$ cat config.mk
export PLATFORM = sky130hd
export DESIGN_NAME = multicast_group_table
export DESIGN_NICKNAME = d
export VERILOG_FILES = /design/src/hw/rtl/mgt_pkg.sv /design/src/hw/rtl/mgt_cell.sv /design/src/hw/rtl/multicast_group_table.sv
export SDC_FILE = /design/constraint.sdc
export NUM_CORES = 1
export LEC_CHECK = 0
export ABC_CLOCK_PERIOD_IN_PS = 11100
export BUFFER_PORTS_ARGS = -buffer_cell sky130_fd_sc_hd__clkbuf_2
export CAP_MARGIN = 20
export CORE_MARGIN = 4
export CORE_UTILIZATION = 60
export DETAILED_ROUTE_END_ITERATION = 10
export HOLD_SLACK_MARGIN = 0.05
export PLACE_DENSITY = 0.77
export SETUP_SLACK_MARGIN = 0.1
export SYNTH_ARGS = -nofsm -noshare
export SYNTH_HDL_FRONTEND = slang
export SYNTH_SLANG_ARGS = --single-unit
$ cat constraint.sdc
create_clock -name clock -period 11.1 [get_ports clock]
set_input_delay 0.555 -clock clock [delete_from_list [all_inputs] [get_ports clock]]
set_output_delay 0.555 -clock clock [all_outputs]
set_load 0.01 [all_outputs]
$ cat src/hw/rtl/mgt_pkg.sv
// ----------------------------------------------------------------------------
// mgt_pkg
// Shared types and codes for the multicast group table.
// ----------------------------------------------------------------------------
package mgt_pkg;

   localparam int IdW     = 16;
   localparam int StatusW = 2;

   localparam logic [StatusW-1:0] ST_JOINED   = 2'd0;
   localparam logic [StatusW-1:0] ST_FULL     = 2'd1;
   localparam logic [StatusW-1:0] ST_NO_ROOM  = 2'd2;
   localparam logic [StatusW-1:0] ST_DELIVERY = 2'd3;

   localparam logic FUNC_JOIN    = 1'b0;
   localparam logic FUNC_MESSAGE = 1'b1;

   // broadcast from the controller to every cell
   typedef struct packed {
      logic [IdW-1:0] grp;
      logic [IdW-1:0] client;
      logic           append;   // add client to the matching group
      logic           create;   // open a new group in the first free cell
   } cell_cmd_type;

endpackage

$ cat src/hw/rtl/mgt_cell.sv
// ----------------------------------------------------------------------------
// mgt_cell
// One group slot: group id, member list and member count. The in-use flag is
// handed to the next cell so that the first free slot finds itself.
// ----------------------------------------------------------------------------
module mgt_cell
   import mgt_pkg::*;
#(
   parameter int MEMBERS = 4
) (
   input  logic                 clock,
   input  logic                 reset,
   input  cell_cmd_type         cmd,
   input  logic                 prev_used,
   input  logic [(MEMBERS > 1 ? $clog2(MEMBERS) : 1)-1:0] rd_idx,
   output logic                 used,
   output logic                 hit,
   output logic                 full,
   output logic [MEMBERS-1:0]   neq_mask,
   output logic [IdW-1:0]       rd_member
);

   localparam int IW = (MEMBERS > 1) ? $clog2(MEMBERS) : 1;
   localparam int CW = $clog2(MEMBERS + 1);

   logic                 used_ff, used_in;
   logic [CW-1:0]        count_ff, count_in;
   logic [IdW-1:0]       gid_ff, gid_in;
   logic [IdW-1:0]       members_ff [MEMBERS];
   logic [IdW-1:0]       members_in [MEMBERS];
   logic                 free;

   assign used = used_ff;
   assign hit  = used_ff && (gid_ff == cmd.grp);
   assign free = !used_ff && prev_used;
   assign full = (count_ff == CW'(MEMBERS));
   assign rd_member = members_ff[rd_idx];

   always_comb begin
      for (int k = 0; k < MEMBERS; k++) begin
         neq_mask[k] = (k < int'(count_ff)) && (members_ff[k] != cmd.client);
      end
   end

   always_comb begin
      used_in    = used_ff;
      count_in   = count_ff;
      gid_in     = gid_ff;
      members_in = members_ff;
      if (cmd.append && hit && !full) begin
         members_in[count_ff[IW-1:0]] = cmd.client;
         count_in = count_ff + CW'(1);
      end
      if (cmd.create && free) begin
         used_in       = 1'b1;
         gid_in        = cmd.grp;
         members_in[0] = cmd.client;
         count_in      = CW'(1);
      end
   end

   always_ff @(posedge clock) begin
      if (reset) begin
         used_ff  <= 1'b0;
         count_ff <= '0;
      end else begin
         used_ff  <= used_in;
         count_ff <= count_in;
      end
   end

   always_ff @(posedge clock) begin
      gid_ff     <= gid_in;
      members_ff <= members_in;
   end

endmodule

$ cat src/hw/rtl/multicast_group_table.sv
// ----------------------------------------------------------------------------
// multicast_group_table
// Multicast membership table built as a row of group cells.
// ----------------------------------------------------------------------------
// Holds up to GROUPS groups of up to MEMBERS clients, one group per cell.
// Groups fill the cells in creation order. A join holds the input from
// accept to the next accept: the lookup state compares all cells at once
// and, once the output register is free, loads the acknowledgement into it.
// A message holds it through the lookup state, then the controller walks
// the matched cell's member slots one per cycle while the output register
// is not stalled, up to the final delivery, sending a delivery word for
// every member other than the sender and flagging the final one with last,
// and then returns to idle. A message to an unknown group, or one whose
// only member is the sender, gives no word.
// ----------------------------------------------------------------------------
module multicast_group_table
   import mgt_pkg::*;
#(
   parameter int GROUPS  = 8,
   parameter int MEMBERS = 4
) (
   input  logic               clock,
   input  logic               reset,
   input  logic               req_valid,
   output logic               req_stall,
   input  logic               req_func,
   input  logic [IdW-1:0]     req_group,
   input  logic [IdW-1:0]     req_client,
   output logic               rsp_valid,
   input  logic               rsp_stall,
   output logic [StatusW-1:0] rsp_status,
   output logic [IdW-1:0]     rsp_ack_client,
   output logic [IdW-1:0]     rsp_dest_client,
   output logic               rsp_last
);

   localparam int IW = (MEMBERS > 1) ? $clog2(MEMBERS) : 1;

   localparam logic [1:0] S_IDLE = 2'd0;
   localparam logic [1:0] S_LOOK = 2'd1;
   localparam logic [1:0] S_FAN  = 2'd2;

   logic [1:0]         state_ff, state_in;
   logic               func_ff, func_in;
   logic [IdW-1:0]     gid_ff, gid_in;
   logic [IdW-1:0]     cid_ff, cid_in;
   logic [MEMBERS-1:0] mask_ff, mask_in;
   logic [IW-1:0]      idx_ff, idx_in;

   logic               rsp_valid_ff, rsp_valid_in;
   logic [StatusW-1:0] rsp_status_ff, rsp_status_in;
   logic [IdW-1:0]     rsp_ack_ff, rsp_ack_in;
   logic [IdW-1:0]     rsp_dest_ff, rsp_dest_in;
   logic               rsp_last_ff, rsp_last_in;

   cell_cmd_type       cmd;
   logic [GROUPS-1:0]  used, hit, full;
   logic [MEMBERS-1:0] cell_mask [GROUPS];
   logic [IdW-1:0]     cell_member [GROUPS];
   logic [MEMBERS-1:0] hit_mask;
   logic [IdW-1:0]     hit_member;
   logic               any_hit, any_full_hit, any_used_all, out_free;
   logic [MEMBERS-1:0] mask_clr;

   genvar gi;
   generate
      for (gi = 0; gi < GROUPS; gi++) begin : g_cell
         mgt_cell #(.MEMBERS(MEMBERS)) u_cell (
            .clock     (clock),
            .reset     (reset),
            .cmd       (cmd),
            .prev_used ((gi == 0) ? 1'b1 : used[(gi == 0) ? 0 : gi - 1]),
            .rd_idx    (idx_ff),
            .used      (used[gi]),
            .hit       (hit[gi]),
            .full      (full[gi]),
            .neq_mask  (cell_mask[gi]),
            .rd_member (cell_member[gi])
         );
      end
   endgenerate

   always_comb begin
      hit_mask   = '0;
      hit_member = '0;
      for (int g = 0; g < GROUPS; g++) begin
         hit_mask   = hit_mask | (hit[g] ? cell_mask[g] : '0);
         hit_member = hit_member | (hit[g] ? cell_member[g] : '0);
      end
   end

   assign any_hit      = |hit;
   assign any_full_hit = |(hit & full);
   assign any_used_all = used[GROUPS-1];
   assign out_free     = !rsp_valid_ff || !rsp_stall;
   assign mask_clr     = mask_ff & ~(MEMBERS'(1) << idx_ff);

   assign req_stall       = (state_ff != S_IDLE);
   assign rsp_valid       = rsp_valid_ff;
   assign rsp_status      = rsp_status_ff;
   assign rsp_ack_client  = rsp_ack_ff;
   assign rsp_dest_client = rsp_dest_ff;
   assign rsp_last        = rsp_last_ff;

   always_comb begin
      state_in      = state_ff;
      func_in       = func_ff;
      gid_in        = gid_ff;
      cid_in        = cid_ff;
      mask_in       = mask_ff;
      idx_in        = idx_ff;
      rsp_valid_in  = rsp_valid_ff && rsp_stall;
      rsp_status_in = rsp_status_ff;
      rsp_ack_in    = rsp_ack_ff;
      rsp_dest_in   = rsp_dest_ff;
      rsp_last_in   = rsp_last_ff;
      cmd.grp       = gid_ff;
      cmd.client    = cid_ff;
      cmd.append    = 1'b0;
      cmd.create    = 1'b0;

      case (state_ff)
         S_IDLE: begin
            if (req_valid) begin
               func_in  = req_func;
               gid_in   = req_group;
               cid_in   = req_client;
               state_in = S_LOOK;
            end
         end
         S_LOOK: begin
            if (func_ff == FUNC_JOIN) begin
               if (out_free) begin
                  cmd.append    = any_hit;
                  cmd.create    = !any_hit;
                  rsp_valid_in  = 1'b1;
                  rsp_ack_in    = cid_ff;
                  rsp_dest_in   = '0;
                  rsp_last_in   = 1'b1;
                  if (any_hit) begin
                     rsp_status_in = any_full_hit ? ST_FULL : ST_JOINED;
                  end else begin
                     rsp_status_in = any_used_all ? ST_NO_ROOM : ST_JOINED;
                  end
                  state_in = S_IDLE;
               end
            end else begin
               mask_in  = hit_mask;
               idx_in   = '0;
               state_in = S_FAN;
            end
         end
         S_FAN: begin
            if (mask_ff == '0) begin
               state_in = S_IDLE;
            end else if (!mask_ff[idx_ff]) begin
               idx_in = idx_ff + IW'(1);
            end else if (out_free) begin
               rsp_valid_in  = 1'b1;
               rsp_status_in = ST_DELIVERY;
               rsp_ack_in    = '0;
               rsp_dest_in   = hit_member;
               rsp_last_in   = (mask_clr == '0);
               mask_in       = mask_clr;
               idx_in        = idx_ff + IW'(1);
            end
         end
         default: begin
            state_in = S_IDLE;
         end
      endcase
   end

   always_ff @(posedge clock) begin
      if (reset) begin
         state_ff     <= S_IDLE;
         rsp_valid_ff <= 1'b0;
      end else begin
         state_ff     <= state_in;
         rsp_valid_ff <= rsp_valid_in;
      end
   end

   always_ff @(posedge clock) begin
      func_ff       <= func_in;
      gid_ff        <= gid_in;
      cid_ff        <= cid_in;
      mask_ff       <= mask_in;
      idx_ff        <= idx_in;
      rsp_status_ff <= rsp_status_in;
      rsp_ack_ff    <= rsp_ack_in;
      rsp_dest_ff   <= rsp_dest_in;
      rsp_last_ff   <= rsp_last_in;
   end

endmodule
==> flow_summary.yaml <==
floorplan:
  die_w_um: 255.8
  rows: 90
  die_height_um: 255.8
  dieArea_um2: 65430
  io_pins: 74
  core_area_um2: 60580
  start_util: 0.6081
worst_setup_path:
  r2r_start: "gid_ff[12]"
  arrival_ns: 4.72
  crit_path_top_delay_cell: "edfxtp_1"
  reg2reg_to: "g_cell[0].u_cell.members_ff[59]"
  critPathKind: "flip-flop to flip-flop"
  required_ns: 11.31
  cpPeakStageDelay_ns: 0.76
  worstSetupStartpointType: "flip-flop"
  worstSetupEndpointType: "flip-flop"
  crit_fanout: 19
  worst-r2r-setup-slack_ns: 6.59
  cp_cell_sequence: "xor2_1, or4_1, or4_4, o22ai_1, or4b_1, or3_1, nand2_1"
  critPathBufInv: 0
  rr_worst_depth: 7
  cpLargestDelayFamily: "simple AND/OR/NAND/NOR gates"
drt:
  dr.pass1.iters: 7
  met2_length_um: 45360
  wl_per_cell_um: 28.98
  vias: 22210
  wl_met3_um: 10600
  wirelength_um: 97700
  routed.top_layer: "met5"
  drcViolationCount: 0
  viasPerCell: 6.586
  ant_nets: 0
  m1WireLength_um: 37980
  drtIter0Drc: 3317
timing:
  setup_viol: 0
  relSlewSlack: 0.2194
  skew_ns: 0.02323
  rsz0062_at_grt: "no"
  tightest_slew_ns: 1.171
  drv_slew: 0
  setup_tns_ns: 0
  hold_viol_final: 0
  period_minus_slack_ns: 4.514
  fmax_ghz: 0.2215
  finalCritPeriodShare: 0.4067
yosys:
  yosys-top-cells-count: "714 x edfxtp_1, 406 x xor2_1, 244 x xnor2_1"
  synth_edf_count: 714
  synth_top_area_frac: 0.5820
  yosys.area.top_type: "edfxtp_1"
  seq_area_frac_synth: 0.6010
  synthesis.nets: 2570
  yosysWarnings: 0
  synthesis.area_um2: 36840
  ys_top_cells_by_area: "edfxtp_1 58%, xor2_1 9.7%, mux4_2 7.9%"
  ys_ff_latch: 749
  yosys_most_used_dff: "edfxtp_1"
  synth_cell_types: 67
  synthCells: 2494
  yosysMostFrequentCell: "edfxtp_1"
  async_flop_share: 0
  syn_area_per_cell_um2: 14.77
job:
  drv_cap: 0
grt:
  grt_pass1_wl_um: 144300
  grt_overflow: 0
  grt_max_degree: 133
  grt_usage: 0.2934
  antenna_found_initial: 2
  first_global_vias: 21730
layout:
  area_growth_pct: 9.448
  nFillCells: 4162
  post-route-util: 0.6656
  drive_gt1_frac: 0.1626
  nets: 2608
worst_hold_path:
  whs_endpoint: "cid_ff[13]"
  hold_class: "primary input to flip-flop"
  min_path_cells: 1
  hp-start: "req_client[13]"
pwr:
  power_leakage_nw: 13.31
  power.net_switching_mw: 1.446
  pwr-share-clk: 0.413
  power_frac_comb: 0.081
  seqPwrFrac: 0.506
  p_sw_frac: 0.2300
  p_int_mw: 4.839
  ir_drop_v: 0.0001157
  powerDensity_nw_per_um2: 155.9
cts:
  insertion_delay_ns: 0.63
  post-cts-setup-buffers: 0
  cts_hold_buffers: 0
  root_buffer: "clkbuf_16"
  path_clk_slew_ns: 0.06
  cts_resized: 0
  cts_sinks: 749
  cts_tree: "yes"
  cts_buffers: 78
  cts-htree-levels: 3
  cts_buffer_depth: 3
place:
  place.detailed.hpwl_um: 65930
  io_buffers: 73
  gp_congestion: 0.9828
outcome:
  status: "finished, final reports clean"
==> state kept, by name, indices dropped and copies added, names as in the netlist <==
signal                    cells
g_cell.u_cell.members_ff    512
g_cell.u_cell.gid_ff        128
g_cell.u_cell.count_ff       24
cid_ff                       16
gid_ff                       16
rsp_ack_client               16
rsp_dest_client              16
g_cell.u_cell.used            8
mask_ff                       4
idx_ff                        2
rsp_status                    2
state_ff                      2
func_ff                       1
rsp_last                      1
rsp_valid                     1
==> worst reg2reg max path, cell delays in order, from the launching register on <==
cell	delay (ns)
edfxtp_1	0.76
xor2_1	0.20
or4_1	0.55
or4_4	0.57
o22ai_1	0.19
or4b_1	0.68
or3_1	0.57
nand2_1	0.59
==> power by group through the flow <==
stage                     Clock [mW]  Combinational [mW]  Sequential, mW
after floorplan                    0               0.346            3.23
after global placement             0               0.497            3.24
after detailed placement           0               0.502            3.24
after CTS                       2.61               0.507            3.18
after global routing            2.74               0.538            3.18
final                           2.60               0.511            3.18
==> cell type report <==
cell class | instances | area, um2 | area share
sequential | 749 | 22140 | 0.5491
multi-input combinational | 1536 | 13740 | 0.3408
clock buffer | 96 | 2115 | 0.05244
tap | 782 | 978.4 | 0.02427
timing repair buffer | 127 | 795.8 | 0.01974
clock inverter | 41 | 396.6 | 0.009836
inverter | 40 | 150.1 | 0.003724
antenna | 1 | 2.502 | 0.00006206
==> cells in the final DEF, fill, tap and decap left out, types with 10 or more instances in the layout <==
master / n
clkbuf_2: 73
o22ai_1: 10
inv_1: 39
and2_1: 115
clkbuf_1: 13
mux4_2: 129
clkinv_2: 17
nand2_1: 40
clkbuf_16: 82
clkinv_1: 10
a21oi_1: 19
a32o_1: 16
nor3_1: 26
edfxtp_1: 714
nor4_1: 127
a21boi_0: 16
nor2b_1: 17
buf_4: 52
nor2_1: 31
dfxtp_1: 35
o21ai_0: 31
ha_1: 39
a22o_1: 40
xor2_1: 406
nand3_1: 15
nand4_1: 87
xnor2_1: 244
==> metrics by stage <==
step	worst slack [ns]	power (mW)	area (um2)	cells	hold slack, ns
after floorplan	6.132	3.575	36840	2494	0.4530
after CTS	6.623	6.298	40320	3371	0.07794
after global routing	6.375	6.460	40320	3371	0.09226
after global placement	6.913	3.732	37810	3234	0.4646
final	6.586	6.285	40320	3372	0.1042
after detailed placement	6.678	3.740	37810	3234	0.4730
==> cell families after synthesis <==
| family | synth area share |
|---|---|
| AND/OR/NAND/NOR | 0.08484 |
| AO/OA/AOI/OAI | 0.03848 |
| XOR/XNOR | 0.1550 |
| flip-flops | 0.6010 |
| adder cells (fa/ha/maj) | 0.01325 |
| multiplexers | 0.08103 |
| buffers and inverters | 0.02646 |
==> worst max path at each step <==
stage	to	start	slack [ns]	cells after the start
final	g_cell[0].u_cell.members_ff[59]	gid_ff[12]	6.59	7
after global routing	g_cell[0].u_cell.members_ff[48]	gid_ff[8]	6.37	7
after CTS	g_cell[0].u_cell.members_ff[60]	gid_ff[8]	6.62	7
after detailed placement	g_cell[0].u_cell.members_ff[62]	gid_ff[8]	6.68	7
after global placement	g_cell[0].u_cell.members_ff[54]	gid_ff[8]	6.91	7
after floorplan	rsp_ack_client[0]	idx_ff[0]	6.13	6
==> metal layers <==
layer,GRT usage,vias up
met1,0.4178,11220
met3,0.06471,237
li1,-,9413
met5,0,-
met4,0.09432,4
met2,0.4582,1332
Note: power is estimated with default switching activity, not from simulation.
